<file path="src/rtl/core/bmrsc_pkg.sv">
`timescale 1ns / 1ps

package bmrsc_pkg;

	// Field widths fixed by the stream format
	localparam int COORD_W     = 10;
	localparam int CMD_W       = 2;
	localparam int CNT_W       = 21;
	localparam int IN_TDATA_W  = 48;
	localparam int OUT_TDATA_W = 24;

	// Defaults for the top-level parameters
	localparam int GRID_DIM_DEF  = 1024;
	localparam int WORD_BITS_DEF = 64;

	// Entries in the queue between front and back (power of two)
	localparam int QUEUE_DEPTH = 4;

	typedef logic [COORD_W-1:0] coord_t;

	typedef enum logic [CMD_W-1:0] {
		OP_CLEAR  = 2'd0,
		OP_SET    = 2'd1,
		OP_INVERT = 2'd2,
		OP_NONE   = 2'd3
	} op_t;

	// One classified rectangle job, ready for the back end
	typedef struct packed {
		op_t    op;
		coord_t x_first;
		coord_t x_last;
		coord_t y_first;
		coord_t y_last;
		coord_t w_first;     // first word index in a row
		coord_t w_last;      // last word index in a row
		coord_t base_first;  // column of bit 0 of the first word
	} entry_t;

endpackage

</file>
<file path="src/rtl/core/bmrsc_front.sv">
`timescale 1ns / 1ps

module bmrsc_front
	import bmrsc_pkg::*;
#(
	parameter int GRID_DIM  = GRID_DIM_DEF,
	parameter int WORD_BITS = WORD_BITS_DEF
) (
	input  logic                  clk,
	input  logic                  arst_n,
	input  logic                  s_tvalid,
	output logic                  s_tready,
	input  logic [IN_TDATA_W-1:0] s_tdata,
	input  logic                  clr_done,
	input  logic                  q_full,
	output logic                  q_push,
	output entry_t                q_data
);

	// Largest coordinate that the grid holds, as seen through a 10-bit field
	localparam int COORD_MAX_I = (GRID_DIM - 1 > (1 << COORD_W) - 1) ?
	                             (1 << COORD_W) - 1 : GRID_DIM - 1;
	localparam coord_t COORD_MAX = coord_t'(COORD_MAX_I);

	// Reciprocal for column / WORD_BITS; estimate is low by at most one
	localparam int RECIP_SH = COORD_W + 1;
	localparam int RECIP    = (1 << RECIP_SH) / WORD_BITS;
	localparam int RECIP_W  = $clog2(RECIP + 1);
	localparam int PROD_W   = COORD_W + RECIP_W;

	typedef enum logic [1:0] {
		F_IDLE,
		F_DIV,
		F_FIX
	} fstate_t;

	fstate_t state_q;
	entry_t  ent_q;
	coord_t  q_first_q;
	coord_t  q_last_q;

	op_t    cmd_op;
	coord_t x0, y0, x1s, y1s;
	logic   accept;

	logic [PROD_W-1:0] prod_first, prod_last;
	coord_t qm_first, qm_last, r_first, r_last;

	assign s_tready = (state_q == F_IDLE) && clr_done;
	assign accept   = s_tvalid && s_tready;

	// Unpack fields and saturate the last corner
	always_comb begin
		cmd_op = op_t'(s_tdata[CMD_W-1:0]);
		x0     = s_tdata[CMD_W +: COORD_W];
		y0     = s_tdata[CMD_W + COORD_W +: COORD_W];
		x1s    = s_tdata[CMD_W + 2*COORD_W +: COORD_W];
		y1s    = s_tdata[CMD_W + 3*COORD_W +: COORD_W];
		if (x1s > COORD_MAX) begin
			x1s = COORD_MAX;
		end
		if (y1s > COORD_MAX) begin
			y1s = COORD_MAX;
		end
	end

	// Estimate word indices of both x corners
	assign prod_first = PROD_W'(ent_q.x_first) * PROD_W'(RECIP);
	assign prod_last  = PROD_W'(ent_q.x_last) * PROD_W'(RECIP);

	// Correct the estimates and build the queue entry
	always_comb begin
		qm_first = q_first_q * coord_t'(WORD_BITS);
		qm_last  = q_last_q * coord_t'(WORD_BITS);
		r_first  = ent_q.x_first - qm_first;
		r_last   = ent_q.x_last - qm_last;
		q_data   = ent_q;
		if (r_first >= coord_t'(WORD_BITS)) begin
			q_data.w_first    = q_first_q + coord_t'(1);
			q_data.base_first = qm_first + coord_t'(WORD_BITS);
		end else begin
			q_data.w_first    = q_first_q;
			q_data.base_first = qm_first;
		end
		if (r_last >= coord_t'(WORD_BITS)) begin
			q_data.w_last = q_last_q + coord_t'(1);
		end else begin
			q_data.w_last = q_last_q;
		end
	end

	assign q_push = (state_q == F_FIX) && !q_full;

	// Sequence one item: accept, estimate, correct and push
	always_ff @(posedge clk or negedge arst_n) begin
		if (!arst_n) begin
			state_q <= F_IDLE;
		end else begin
			unique case (state_q)
				F_IDLE: begin
					if (accept) begin
						state_q <= F_DIV;
					end
				end
				F_DIV: begin
					state_q <= F_FIX;
				end
				F_FIX: begin
					if (q_push) begin
						state_q <= F_IDLE;
					end
				end
				default: begin
					state_q <= F_IDLE;
				end
			endcase
		end
	end

	// Hold the classified fields and the quotient estimates
	always_ff @(posedge clk) begin
		if (accept) begin
			if (cmd_op == OP_NONE || x0 > x1s || y0 > y1s) begin
				ent_q.op <= OP_NONE;
			end else begin
				ent_q.op <= cmd_op;
			end
			ent_q.x_first    <= x0;
			ent_q.x_last     <= x1s;
			ent_q.y_first    <= y0;
			ent_q.y_last     <= y1s;
			ent_q.w_first    <= '0;
			ent_q.w_last     <= '0;
			ent_q.base_first <= '0;
		end
		if (state_q == F_DIV) begin
			q_first_q <= coord_t'(prod_first >> RECIP_SH);
			q_last_q  <= coord_t'(prod_last >> RECIP_SH);
		end
	end

endmodule

</file>
<file path="config.mk">
export PLATFORM = sky130hd
export DESIGN_NAME = bmrsc_front
export DESIGN_NICKNAME = d
export VERILOG_FILES = /design/src/rtl/core/bmrsc_pkg.sv /design/src/rtl/core/bmrsc_front.sv
export SDC_FILE = /design/constraint.sdc
export NUM_CORES = 1
export LEC_CHECK = 0
export BUFFER_PORTS_ARGS = -buffer_cell sky130_fd_sc_hd__buf_2
export CAP_MARGIN = 10
export CELL_PAD_IN_SITES_DETAIL_PLACEMENT = 1
export CELL_PAD_IN_SITES_GLOBAL_PLACEMENT = 2
export CORE_MARGIN = 1
export CORE_UTILIZATION = 31
export DETAILED_ROUTE_END_ITERATION = 8
export PLACE_DENSITY_LB_ADDON = 0.1
export SKIP_LAST_GASP = 1
export SYNTH_ARGS = -nofsm -noshare
export SYNTH_HDL_FRONTEND = slang
export SYNTH_SLANG_ARGS = --single-unit
</file>
<file path="constraint.sdc">
create_clock -name clk -period 6.59 [get_ports clk]
set_clock_uncertainty 0.05 [all_clocks]
set_input_delay 0.659 -clock clk [delete_from_list [all_inputs] [get_ports clk]]
set_output_delay 0.659 -clock clk [all_outputs]
set_load 0.005 [all_outputs]
</file>
# --- Word level (Yosys, flattened, before mapping) ---
# Index checks and enable logic that the tools add are counted.
classes:
  addsub: 5
  n_reduce_logical: 8
  muxes: 8
  magnitude_cmp: 6
  eq_ne: 5
ops:
  columns: ["operator", "count"]
  rows:
  - ["2-to-1 mux 10 bit", 3]
  - ["greater-or-equal comparator 10 x 7 -> 1 bit, second input constant", 2]
  - ["> comparator 10 bit", 2]
  - ["> comparator 10 bit, second input constant", 2]
  - ["subtractor 10 bit", 2]
  - ["adder 10 x 7 -> 10 bit, second input constant", 1]
  - ["adder 4 x 1 -> 5 bit, second input constant", 2]
  - ["2-to-1 mux 5 bit", 2]
  - ["one-hot mux 2 bit (3 select lines)", 1]
  - ["equality test 2 bit, second input constant", 2]
  - ["2-to-1 mux 2 bit", 2]
  - ["!= test 2 bit, second input constant", 2]
  - ["logical AND 1 bit", 3]
  - ["equality test 2 x 1 -> 1 bit, second input constant", 1]
  - ["zero test 2 bit", 1]
  - ["logical OR 1 bit", 2]
  - ["AND reduction 2 bit", 1]
  - ["zero test 1 bit", 1]
word_totals:
  reg_bits: 52
  out_inout_bits: 74
  inputBits: 53
  wordCells: 40

# --- Longest topological paths before layout ---
depth:
  word_depth: 5
  depth_mapped: 8
  depth_no_buf: 8

# --- Least setup slack after synthesis ---
# OpenSTA, ideal clock, no wires.
synth_timing:
  kind: "flip-flop to output port"
  startpoint: "register q_first_q[0]"
  endpoint: "output port q_data[22] (netlist bit)"
  setup_slack_ns: 3.852
  required_ns: 5.881
  n_path_buf: 1
  arrival_ns: 2.029
  path_stages_with_launch: 8
  path_cell_list: "edfxtp_1 ha_1 fa_1 xor2_1 and3_1 o211a_1 or3_1 buf_4"
synth_rtl:
  columns: ["item", "line", "source"]
  rows:
  - ["from (decl)", "bmrsc_front.sv:39", "coord_t q_first_q;"]
  - ["from (signal assigned)", "bmrsc_front.sv:137", "q_first_q <= coord_t'(prod_first >> RECIP_SH);"]
  - ["to (decl)", "bmrsc_front.sv:17", "output entry_t q_data"]

==> impl_metrics.json <==
{
  "grt-ovfl-total": 0,
  "finalSetupViolCount": 0,
  "synth_top_family_by_area": "adder cells",
  "ys_seq_elements": 52,
  "viasPerCell": 4.53,
  "final_common_cell": "buf_2",
  "utilization": 0.389,
  "gp_congestion": 0.690,
  "synthSimpleGateAreaFrac": 0.0931,
  "dieHeight_um": 98.3,
  "p_per_area_nw_per_um2": 200,
  "grt_first_pass_wirelength_um": 8830,
  "peakVddDrop_uv": 79.8,
  "drc_errors": 0,
  "clkSinkCount": 52,
  "drive_above_1_share": 0.355,
  "end_kind": "output pin",
  "fillers": 1022,
  "postCtsSetupBuffers": 0,
  "synth-xor-area-share": 0.0183,
  "rows": 34,
  "syn_inst": 240,
  "h-tree-depth": 2,
  "grt_pass1_vias": 1849,
  "worst-setup-path-type": "reg -> out",
  "status": "complete, no violations",
  "drt-initial-drc-count": 56,
  "final_hold_viol_count": 0,
  "leakagePower_nw": 1.62,
  "crit_fanout": 5,
  "max_freq_mhz": 317,
  "cp.required_ns": 5.88,
  "die_w_um": 98.3,
  "rr_worst_depth": 2,
  "post-place-ws_ns": 3.75,
  "ios": 127,
  "slew-limit-headroom": 0.322,
  "whs_ns": 0.0768,
  "start_kind": "flop",
  "portBuffers": 104,
  "dr.pass1.iters": 8,
  "path_clk_slew_ns": 0.09,
  "grt_antenna_before_repair": 0,
  "synthFlopType": "edfxtp_1",
  "synth_area_um2": 2880,
  "critPathLaunch": "q_last_q[0]",
  "worstMarginPinSlew_ns": 1.02,
  "numCtsBuffers": 5,
  "vias": 1970,
  "rr_startpoint": "state_q[1]",
  "drv_cap": 0,
  "synth_edf_count": 50,
  "synth_compound_area_frac": 0.0831,
  "dieArea_um2": 9670,
  "synth_mux_area_frac": 0.00783,
  "ys_seq_area_frac": 0.539,
  "slew_violations": 0,
  "hpwlAfterDp_um": 4570,
  "synthArstFlopShare": 0.0385,
  "setup_ws_ns": 3.43,
  "initial_core_util": 0.325,
  "synth_cell_types": 39,
  "layout_min_cycle_time_ns": 3.16,
  "rsz0062_at_grt": "no",
  "final.period_utilization": 0.479,
  "cts.path.max_buffers": 2,
  "grtUsageTotal": 0.116,
  "holdCritPathClass": "in -> async",
  "yosys_warnings": 0,
  "routedWlPerCell_um": 13.1,
  "grt_max_degree": 43,
  "syn2layout_area_growth_pct": 19.7,
  "fin_nets": 409,
  "antenna_cells": 0,
  "syn_avg_cell_area_um2": 12.0,
  "synth-adder-area-share": 0.136,
  "clock_latency_ns": 0.30,
  "layout.cells.most_common_list": "buf_2, edfxtp_1, inv_1",
  "hold_buffers": 0,
  "crit_arrival_ns": 2.45,
  "detail-route-antenna-nets": 0,
  "core_area_um2": 8850,
  "routed_wl_um": 5720,
  "ctsResizeCount": 0,
  "cts_root_buf": "clkbuf_8",
  "cts_tree": "yes",
  "tns_ns": 0
}
-- path summary, 6_finish.rpt --
kind                                    end  slack [ns]
worst max-delay path             q_data[11]        3.43
worst min-delay path             state_q[1]        0.08
worst max register to register   q_data[37]        4.55
worst min register to register  q_last_q[0]        0.44
max in group asynchronous        state_q[0]        6.32
min in group clk                q_last_q[0]        0.44
-- registers in the layout, summed over array words and instances (netlist names) --
name       count
state_q        2
q_data        42
q_first_q      4
q_last_q       4
-- layout make-up --
| class | instances | area (um^2) | area share |
|---|---|---|---|
| sequential | 52 | 1550 | 0.450 |
| tap | 108 | 135 | 0.0392 |
| clock inverter | 1 | 3.75 | 0.00109 |
| inverter | 33 | 124 | 0.0360 |
| multi-input combinational | 130 | 1030 | 0.300 |
| timing repair buffer | 104 | 520 | 0.151 |
| clock buffer | 7 | 76.3 | 0.0222 |
-- power breakdown --
part | total, mW | leakage, nW | internal (mW) | switching [mW]
registers | 0.395 | 0.488 | 0.385 | 0.00926
logic | 0.121 | 1.09 | 0.0553 | 0.0658
clock network | 0.175 | 0.0399 | 0.0743 | 0.100
total | 0.691 | 1.62 | 0.515 | 0.176
-- cells by family (layout without fill, tap and decap cells) --
logic type	Yosys count	in the layout
AOI/OAI and AO/OA	32	32
muxes	2	2
buffers and inverters	73	145
other	1	16
adders and majority gates	30	30
DFF	52	52
and+or+nand+nor	44	44
xor gates and xnor gates	6	6
-- critical path, stage by stage, from the launching register on --
cell,delay [ns]
edfxtp_1,0.47
ha_1,0.25
fa_1,0.39
xor2_1,0.15
and3_1,0.24
o21ai_1,0.17
mux2_1,0.35
buf_2,0.13
-- synth_stat cells (all sizes together), types with 5 or more instances --
master	count	share of area
nand2	6	0.0078
buf	20	0.052
o21ai	9	0.017
clkbuf	20	0.026
inv	33	0.043
edfxtp	50	0.52
ha	28	0.12
nor3	5	0.0087
a21oi	8	0.015
xor2	6	0.018
-- per-layer routing --
layer | routed length (um) | track usage | share of wire
met3 | 429 | 0.0465 | 0.075
met1 | 2480 | 0.131 | 0.43
met2 | 2740 | 0.199 | 0.48
met4 | 74 | 0.0413 | 0.013
met5 | 0 | 0 | 0
-- metrics by stage --
step | cell area [um^2] | power (mW) | std cells
2_1_floorplan | 2930 | 0.483 | 255
3_3_place_gp | 3360 | 0.524 | 427
3_5_place_dp | 3360 | 0.526 | 427
4_1_cts | 3440 | 0.703 | 435
5_1_grt | 3440 | 0.728 | 435
6_report | 3440 | 0.691 | 435
Note: power is estimated with default switching activity, not from simulation.
