`src/rtl/core/bmrsc_pkg.sv`:
```
`timescale 1ns / 1ps

package bmrsc_pkg;

	// Field widths fixed by the stream format
	localparam int COORD_W     = 10;
	localparam int CMD_W       = 2;
	localparam int CNT_W       = 21;
	localparam int IN_TDATA_W  = 48;
	localparam int OUT_TDATA_W = 24;

	// Defaults for the top-level parameters
	localparam int GRID_DIM_DEF  = 1024;
	localparam int WORD_BITS_DEF = 64;

	// Entries in the queue between front and back (power of two)
	localparam int QUEUE_DEPTH = 4;

	typedef logic [COORD_W-1:0] coord_t;

	typedef enum logic [CMD_W-1:0] {
		OP_CLEAR  = 2'd0,
		OP_SET    = 2'd1,
		OP_INVERT = 2'd2,
		OP_NONE   = 2'd3
	} op_t;

	// One classified rectangle job, ready for the back end
	typedef struct packed {
		op_t    op;
		coord_t x_first;
		coord_t x_last;
		coord_t y_first;
		coord_t y_last;
		coord_t w_first;     // first word index in a row
		coord_t w_last;      // last word index in a row
		coord_t base_first;  // column of bit 0 of the first word
	} entry_t;

endpackage

```
`src/rtl/core/bmrsc_fifo.sv`:
```
`timescale 1ns / 1ps

module bmrsc_fifo
	import bmrsc_pkg::*;
(
	input  logic   clk,
	input  logic   arst_n,
	input  logic   push,
	input  entry_t push_data,
	output logic   full,
	input  logic   pop,
	output entry_t pop_data,
	output logic   valid
);

	localparam int PTR_W = $clog2(QUEUE_DEPTH);

	entry_t            slot_q [QUEUE_DEPTH];
	logic [PTR_W-1:0]  wr_ptr_q;
	logic [PTR_W-1:0]  rd_ptr_q;
	logic [PTR_W:0]    count_q;

	assign full     = (count_q == (PTR_W+1)'(QUEUE_DEPTH));
	assign valid    = (count_q != '0);
	assign pop_data = slot_q[rd_ptr_q];

	// Advance pointers and fill level
	always_ff @(posedge clk or negedge arst_n) begin
		if (!arst_n) begin
			wr_ptr_q <= '0;
			rd_ptr_q <= '0;
			count_q  <= '0;
		end else begin
			if (push) begin
				wr_ptr_q <= wr_ptr_q + PTR_W'(1);
			end
			if (pop) begin
				rd_ptr_q <= rd_ptr_q + PTR_W'(1);
			end
			if (push && !pop) begin
				count_q <= count_q + (PTR_W+1)'(1);
			end else if (pop && !push) begin
				count_q <= count_q - (PTR_W+1)'(1);
			end
		end
	end

	// Hold queued entries
	always_ff @(posedge clk) begin
		if (push) begin
			slot_q[wr_ptr_q] <= push_data;
		end
	end

endmodule

```
`config.mk`:
```
export PLATFORM = sky130hd
export DESIGN_NAME = bmrsc_fifo
export DESIGN_NICKNAME = d
export VERILOG_FILES = /design/src/rtl/core/bmrsc_pkg.sv /design/src/rtl/core/bmrsc_fifo.sv
export SDC_FILE = /design/constraint.sdc
export NUM_CORES = 1
export LEC_CHECK = 0
export BUFFER_PORTS_ARGS = -buffer_cell sky130_fd_sc_hd__clkbuf_2
export CAP_MARGIN = 5
export CELL_PAD_IN_SITES_DETAIL_PLACEMENT = 1
export CELL_PAD_IN_SITES_GLOBAL_PLACEMENT = 1
export CORE_MARGIN = 4
export CORE_UTILIZATION = 41
export DETAILED_ROUTE_END_ITERATION = 10
export PLACE_DENSITY_LB_ADDON = 0.1
export SYNTH_ARGS = -nofsm -noshare
export SYNTH_HDL_FRONTEND = slang
export SYNTH_SLANG_ARGS = --single-unit
```
`constraint.sdc`:
```
create_clock -name clk -period 3.06 [get_ports clk]
set_input_delay 0.153 -clock clk [delete_from_list [all_inputs] [get_ports clk]]
set_output_delay 0.153 -clock clk [all_outputs]
set_load 0.01 [all_outputs]
```
Yosys cells after proc, flatten, opt, wreduce, memory -nomap -nowiden
Memory sizes are Yosys's and may differ from the RTL's.
Cells that the tools add are included.
- reductions and logical operators: 6
- add/sub/neg operators: 4
- mux-type cells: 4
- eq/ne operators: 1
- operators by type and width (cell ; count):
    two-way mux 3 bit ; 2
    adder 2 x 1 -> 2 bit (second input constant) ; 2
    adder 3 x 1 -> 3 bit (second input constant) ; 1
    equality test 3 bit (second input constant) ; 1
    nonzero test 3 bit ; 1
    subtractor 3 x 1 -> 3 bit (second input constant) ; 1
    logical AND 1 bit ; 2
    zero test 1 bit ; 2
    two-way mux 1 bit ; 2
    nonzero test 2 bit ; 1
- memories kept: 1
- input bits: 76
- flip-flop bits (word level): 7
- memory bits (writable): 288
- logic and storage cells: 19
- memories (name ; depth ; bits a word ; rd ports ; clocked after Yosys merged registers in ; wr ports ; RTL line ; RTL):
    slot_q ; 4 ; 72 ; 1 ; 0 ; 1 ; bmrsc_fifo.sv:18 ; entry_t slot_q [QUEUE_DEPTH];

Longest topological paths before layout
Gate-level depths: netlist of the first run.
- word-level depth: 4
- mapped depth: 7
- depth with buffers taken out: 7

Worst setup path after synthesis of the first run
No wires, ideal clock.
- path type: flip-flop to flip-flop
- start: register wr_ptr_q[0]
- end: memory slot_q[2][0] in the netlist's numbering (enable)
- setup time: 0.438 ns
- clock period less this slack: 2.738 ns
- stages on the path, launching flop included: 4
- data arrival time: 2.300 ns
- setup slack: 0.322 ns
- path through: dfrtp_1 inv_1 ha_1 and2_1
- RTL lines (element ; RTL line ; RTL):
    start, declared ; bmrsc_fifo.sv:19 ; logic [PTR_W-1:0] wr_ptr_q;
    start signal, assigned ; bmrsc_fifo.sv:35 ; wr_ptr_q <= wr_ptr_q + PTR_W'(1);
    end, declared ; bmrsc_fifo.sv:18 ;
No word-level cell before the write port.

==> impl_metrics.yaml, run 1 <==
run_status:
  outcome: "finished clean"
worst_setup_path:
  rr_endpoint: "slot_q[2][43]"
  crit_type: "reg2out"
  required_ns: 2.91
  reg2reg_depth: 4
  cp_max_fo: 20
  crit_path_start_kind: "register"
  crit_path_start: "rd_ptr_q[0]"
  crit_arrival_ns: 2.44
  r2r-start: "wr_ptr_q[0]"
  endpoint: "pop_data[17]"
  r2r_slack_ns: 1.25
  cp-end-kind: "primary output"
worst_hold_path:
  hp-start: "push_data[40]"
  min_path_type: "in2reg"
sta:
  maxSlewViolCount: 0
  period_share_pct: 84.8
  hold_ws_ns: 0.357
  worst_pin_slew_ns: 0.644
  fin_crit_ns: 2.60
  hold_violations: 0
  tns_ns: 0
  fmax_mhz: 385
  rsz0062_at_grt: "no"
  fin_skew_ns: 0.0169
  relSlewSlack_pct: 57.1
  setup_violations: 0
global_routing:
  grt_overflow: 0
  grt_max_degree: 63
  grt_use_total_pct: 14.8
  grt_pass1_vias: 5803
  grt_pass1_wl_um: 33000
  antenna_found_initial: 0
cells_and_area:
  syn2layout_area_growth_pct: 28.1
  seq_area_sq_um: 8830
  antenna_cells: 0
  utilization_pct: 53.2
  multi_input_area_sq_um: 1830
  drive_gt1_share_pct: 41.4
  fin_area_sq_um: 13800
  nets: 743
  fillers: 2306
pwr:
  p_per_area_nw_per_um2: 943
  vdd_drop_max_uv: 600
  power.leakage_nw: 4.82
yosys:
  ys_seq_area_share_pct: 81.8
  synth.top_cell.area_share_pct: 80.2
  synthTopCellsByArea: "edfxtp_1 (80%), mux4_2 (15%), dfrtp_1 (1.6%)"
  synth_nets: 492
  ys_types: 18
  syn_inst: 410
  ys_warn_count: 0
  synth.most_common_cell: "edfxtp_1"
  synth_seq_cells: 295
  yosys_most_used_dff: "edfxtp_1"
  synthesis.area_sq_um: 10800
  synth_edf_count: 288
  syn_area_per_cell_sq_um: 26.3
  synthArstFlopShare_pct: 2.37
  yosys-top-cells-count: "edfxtp_1 (288), mux4_2 (72), buf_2 (8)"
  synth_area_leader_cell: "edfxtp_1"
floorplan:
  die_h_um: 170
  fp.dieW_um: 170
  die_area_sq_um: 29000
  std_cell_rows: 59
  core-area_sq_um: 26000
  ioPinCount: 150
  initial_utilization_pct: 41.5
route:
  drc: 0
  drtIter0Drc: 271
  via_count: 5029
  ant_nets: 0
  routed_wl_um: 21400
  drt-pass1-iter-count: 4
  avgViaCountPerCell: 4.94
  drt-wirelength-per-cell_um: 21.0
placement:
  io_buffers: 149
  gp_congestion: 0.671
  postPlaceCellArea_sq_um: 12000
  dp_hpwl_um: 12300
clock_tree:
  cts_buffer_depth: 3
  cts-htree-levels: 1
  clk_pin_slew_ns: 0.06
  numCtsBuffers: 31
  tritoncts: "built"
  clock_sink_count: 295
  cts_resized: 0
  clock-root-buffer: "clkbuf_16"
  clkLatencyLatePin_ns: 0.55
flow_run:
  maxCapViolCount: 0
-- logic make-up (layout without fill, tap and decap cells) --
logic type / count (synthesis) / in the layout / share of synthesized area [%]
xor gates and xnor gates: 6 / 6 / 0.487
buffers and inverters: 20 / 293 / 1.31
muxes: 73 / 73 / 15.1
AOI/OAI and AO/OA: 1 / 1 / 0.0463
adders and majority gates: 6 / 6 / 0.765
and+or+nand+nor: 9 / 9 / 0.464
DFF: 295 / 295 / 81.8
-- layout by cell type (no fill, tap or decap), types with 2 or more instances in the layout --
cell | synthesis | routed
edfxtp_1 | 288 | 288
clkbuf_2 | 0 | 149
dlygate4sd3_1 | 0 | 76
mux4_2 | 72 | 72
clkbuf_16 | 0 | 31
bufinv_16 | 0 | 7
clkbuf_1 | 0 | 7
buf_12 | 0 | 6
ha_1 | 5 | 5
dfrtp_1 | 7 | 5
inv_1 | 4 | 4
and2_4 | 0 | 4
xor2_1 | 4 | 4
clkinv_2 | 0 | 4
buf_4 | 1 | 3
xnor2_1 | 2 | 2
nand2_1 | 2 | 2
clkinvlp_4 | 0 | 2
clkinv_1 | 0 | 2
dfrtp_4 | 0 | 2
-- stage by stage --
stage	cells	setup WS (ns)	total power, mW
2_1_floorplan	410	0.322	7.89
3_3_place_gp	887	0.962	9.20
3_5_place_dp	887	0.948	9.28
4_1_cts	1018	0.356	13.3
5_1_grt	1018	0.285	13.7
6_report	1018	0.464	13.0
-- state kept, by name, indices dropped and copies added (netlist names) --
register  flops
count_q       3
rd_ptr_q      2
slot_q      288
wr_ptr_q      2
-- area by class of cell --
cell class                 instances  area share [%]
multi-input combinational         95            13.3
clock buffer                      38            5.80
tap                              335            3.03
clock inverter                    17            1.96
sequential                       295            63.9
timing repair buffer             234            11.9
inverter                           4           0.109
-- power breakdown --
part           total, mW  switching (mW)  internal [mW]
Combinational       3.46            1.78           1.67
Sequential          5.66           0.376           5.29
Clock               3.91            1.47           2.44
-- worst min path at each step --
| stage | endpoint | depth (start not counted) |
|---|---|---|
| final | slot_q[2][40] | 2 |
| after detailed placement | count_q[2] | 1 |
| after CTS | slot_q[1][44] | 2 |
| after global placement | count_q[2] | 1 |
| after global routing | slot_q[3][33] | 2 |
| after floorplan | count_q[0] | 0 |
-- worst max-delay path, stage by stage (launching register included) --
cell and delay (ns):
dfrtp_4 0.71, buf_4 0.44, mux4_2 0.59, clkbuf_2 0.15
-- repair_timing --
action / in CTS / in global routing
buffers inserted: 0 / 0
hold buffers: 76 / 0
endpoints found under the hold margin: 299 / 0
-- layer usage --
layer	up-vias	routed length (um)	share of wire, %	global-route usage, %
met5	-	0	0	0
met4	0	344	1.6	3.23
met3	28	1270	5.9	3.46
met2	125	10800	50	25.0
met1	2607	9000	42	19.9
li1	2269	-	-	-
Power figures use the tool's default switching activity.
==> run 2: changes to the inputs <==
- clock period: 3.06 -> 2.7 ns (I/O delays scaled with it)
==> run 2 against run 1 <==
Net effect: flip-flop and latch count unchanged; power grew 10%; count of clock-buffer cells in the layout down 2; sequential share of layout area grew 0.37 points; first-iteration DRC count rose by 14%.
==> impl_metrics.yaml, run 2 (synthesis results as in run 1) <==
clock_tree:
  clk_pin_slew_ns: 0.06
  cts-htree-levels: 1
  cts_hold_buf: 76
  numCtsBuffers: 31
  clkLatencyLatePin_ns: 0.55
  tritoncts: "built"
  cts_resized: 0
  cts_buffer_depth: 3
  cts_setup_buffers: 0
  clock_sink_count: 295
  clock-root-buffer: "clkbuf_16"
flow_run:
  maxCapViolCount: 0
route:
  routed_wl_um: 22000
  drc: 0
  ant_nets: 0
  avgViaCountPerCell: 5.03
  drtIter0Drc: 310
  drt-wirelength-per-cell_um: 21.4
  drt-pass1-iter-count: 4
  via_count: 5160
cells_and_area:
  layout_common_cells: "edfxtp_1 (288), clkbuf_2 (149), dlygate4sd3_1 (76)"
  fin_area_sq_um: 13700
  regMostFlops: "slot_q"
  largest_reg_flops: 288
  syn2layout_area_growth_pct: 27.4
  fillers: 2310
  antenna_cells: 0
  biggestRegsByFlops: "slot_q: 288 flops, count_q: 3 flops"
  final_common_cell: "edfxtp_1"
  drive_gt1_share_pct: 41.4
  nets: 748
placement:
  postPlaceCellArea_sq_um: 12000
  dp_hpwl_um: 13400
  gp_congestion: 0.718
  place_ws_ns: 0.845
  io_buffers: 149
global_routing:
  grt_pass1_wl_um: 34200
  antenna_found_initial: 0
  grt_pass1_vias: 5814
  grt_use_total_pct: 15.4
  grt_max_degree: 40
  grt_overflow: 0
worst_hold_path:
  min_path_type: "in2reg"
pwr:
  p_total_mw: 14.3
  switchingPower_mw: 4.13
  p_per_area_nw_per_um2: 1040
  vdd_drop_max_uv: 628
  pwr-share-seq_pct: 44.0
  intPower_mw: 10.2
  power.leakage_nw: 4.80
  clkPwrFrac_pct: 27.5
  combPwrFrac_pct: 28.5
  switching_share_pct: 28.8
sta:
  worst_pin_slew_ns: 0.511
  hold_violations: 0
  fmax_mhz: 421
  maxSlewViolCount: 0
  setup_violations: 0
  period_share_pct: 87.9
  fin_crit_ns: 2.37
  rsz0062_at_grt: "no"
  fin_skew_ns: 0.0226
  relSlewSlack_pct: 65.9
  tns_ns: 0
  worst_slack_ns: 0.326
worst_setup_path:
  max_stage_delay_ns: 0.74
  crit_arrival_ns: 2.24
  crit_path_start_kind: "register"
  cp_max_fo: 32
  cp-end-kind: "primary output"
  crit_type: "reg2out"
  worstPathCellList: "buf_4, mux4_2, clkbuf_2"
  cp_slowest_cell: "dfrtp_4"
  required_ns: 2.57
floorplan:
  std_cell_rows: 59
  die_h_um: 170
  core-area_sq_um: 26000
  ioPinCount: 150
  die_area_sq_um: 29000
  fp.dieW_um: 170
  initial_utilization_pct: 41.5
run_status:
  outcome: "finished clean"
[run 2: changes by cell type in the layout (fill, tap and decap cells not counted)]
cell	before	now
clkinv_1	2	9
buf_4	3	8
bufinv_16	7	2
clkinv_2	4	7
clkbuf_1	7	5
clkinv_4	1	0
inv_6	1	2
[run 2: power by group through the flow]
| stage | logic (mW) | registers, mW | clock network, mW |
|---|---|---|---|
| after floorplan | 2.68 | 6.24 | 0 |
| after global placement | 4.16 | 6.37 | 0 |
| after detailed placement | 4.16 | 6.43 | 0 |
| after CTS | 4.27 | 6.34 | 4.06 |
| after global routing | 4.48 | 6.39 | 4.28 |
| final | 4.10 | 6.31 | 3.94 |
[run 2: critical path, delay by kind of cell (launching register included)]
kind | cells | cell delay, ns
flip-flops | 1 | 0.74
buffers and inverters | 2 | 0.53
multiplexers | 1 | 0.39
[run 2: per-layer routing]
metal	vias to the layer above	routed length [um]	global-route usage, %
li1	2270	-	-
met4	0	326	3.44
met3	31	1230	3.07
met5	-	0	0
met2	137	11200	26.4
met1	2722	9190	20.6
[run 2: final timing paths]
| check | from | end | cells past startpoint | slack, ns |
|---|---|---|---|---|
| worst max-delay path | rd_ptr_q[1] | pop_data[47] | 3 | 0.33 |
| worst min-delay path | push_data[40] | slot_q[2][40] | 2 | 0.35 |
| worst max register to register | wr_ptr_q[0] | slot_q[2][50] | 4 | 0.97 |
| worst min register to register | count_q[2] | count_q[2] | 1 | 0.48 |
| max in group asynchronous | arst_n | rd_ptr_q[1] | 3 | 1.71 |
| min in group asynchronous | arst_n | rd_ptr_q[0] | 3 | 0.63 |
[run 2: stage by stage]
step	hold slack, ns	std cells	util (%)
floorplan	-0.161	410	-
global placement	0.00554	892	46.3
detailed placement	0.0136	892	46.3
CTS	0.307	1026	52.9
global route	0.338	1026	52.9
finish	0.346	1026	52.9
[run 2: layout make-up]
type / count / area, sq um / share of cell area (%)
timing repair buffer: 239 / 1690 / 12.3
tap: 335 / 419 / 3.05
clock inverter: 22 / 161 / 1.17
sequential: 295 / 8830 / 64.3
inverter: 4 / 15.0 / 0.109
multi-input combinational: 95 / 1830 / 13.3
clock buffer: 36 / 795 / 5.78
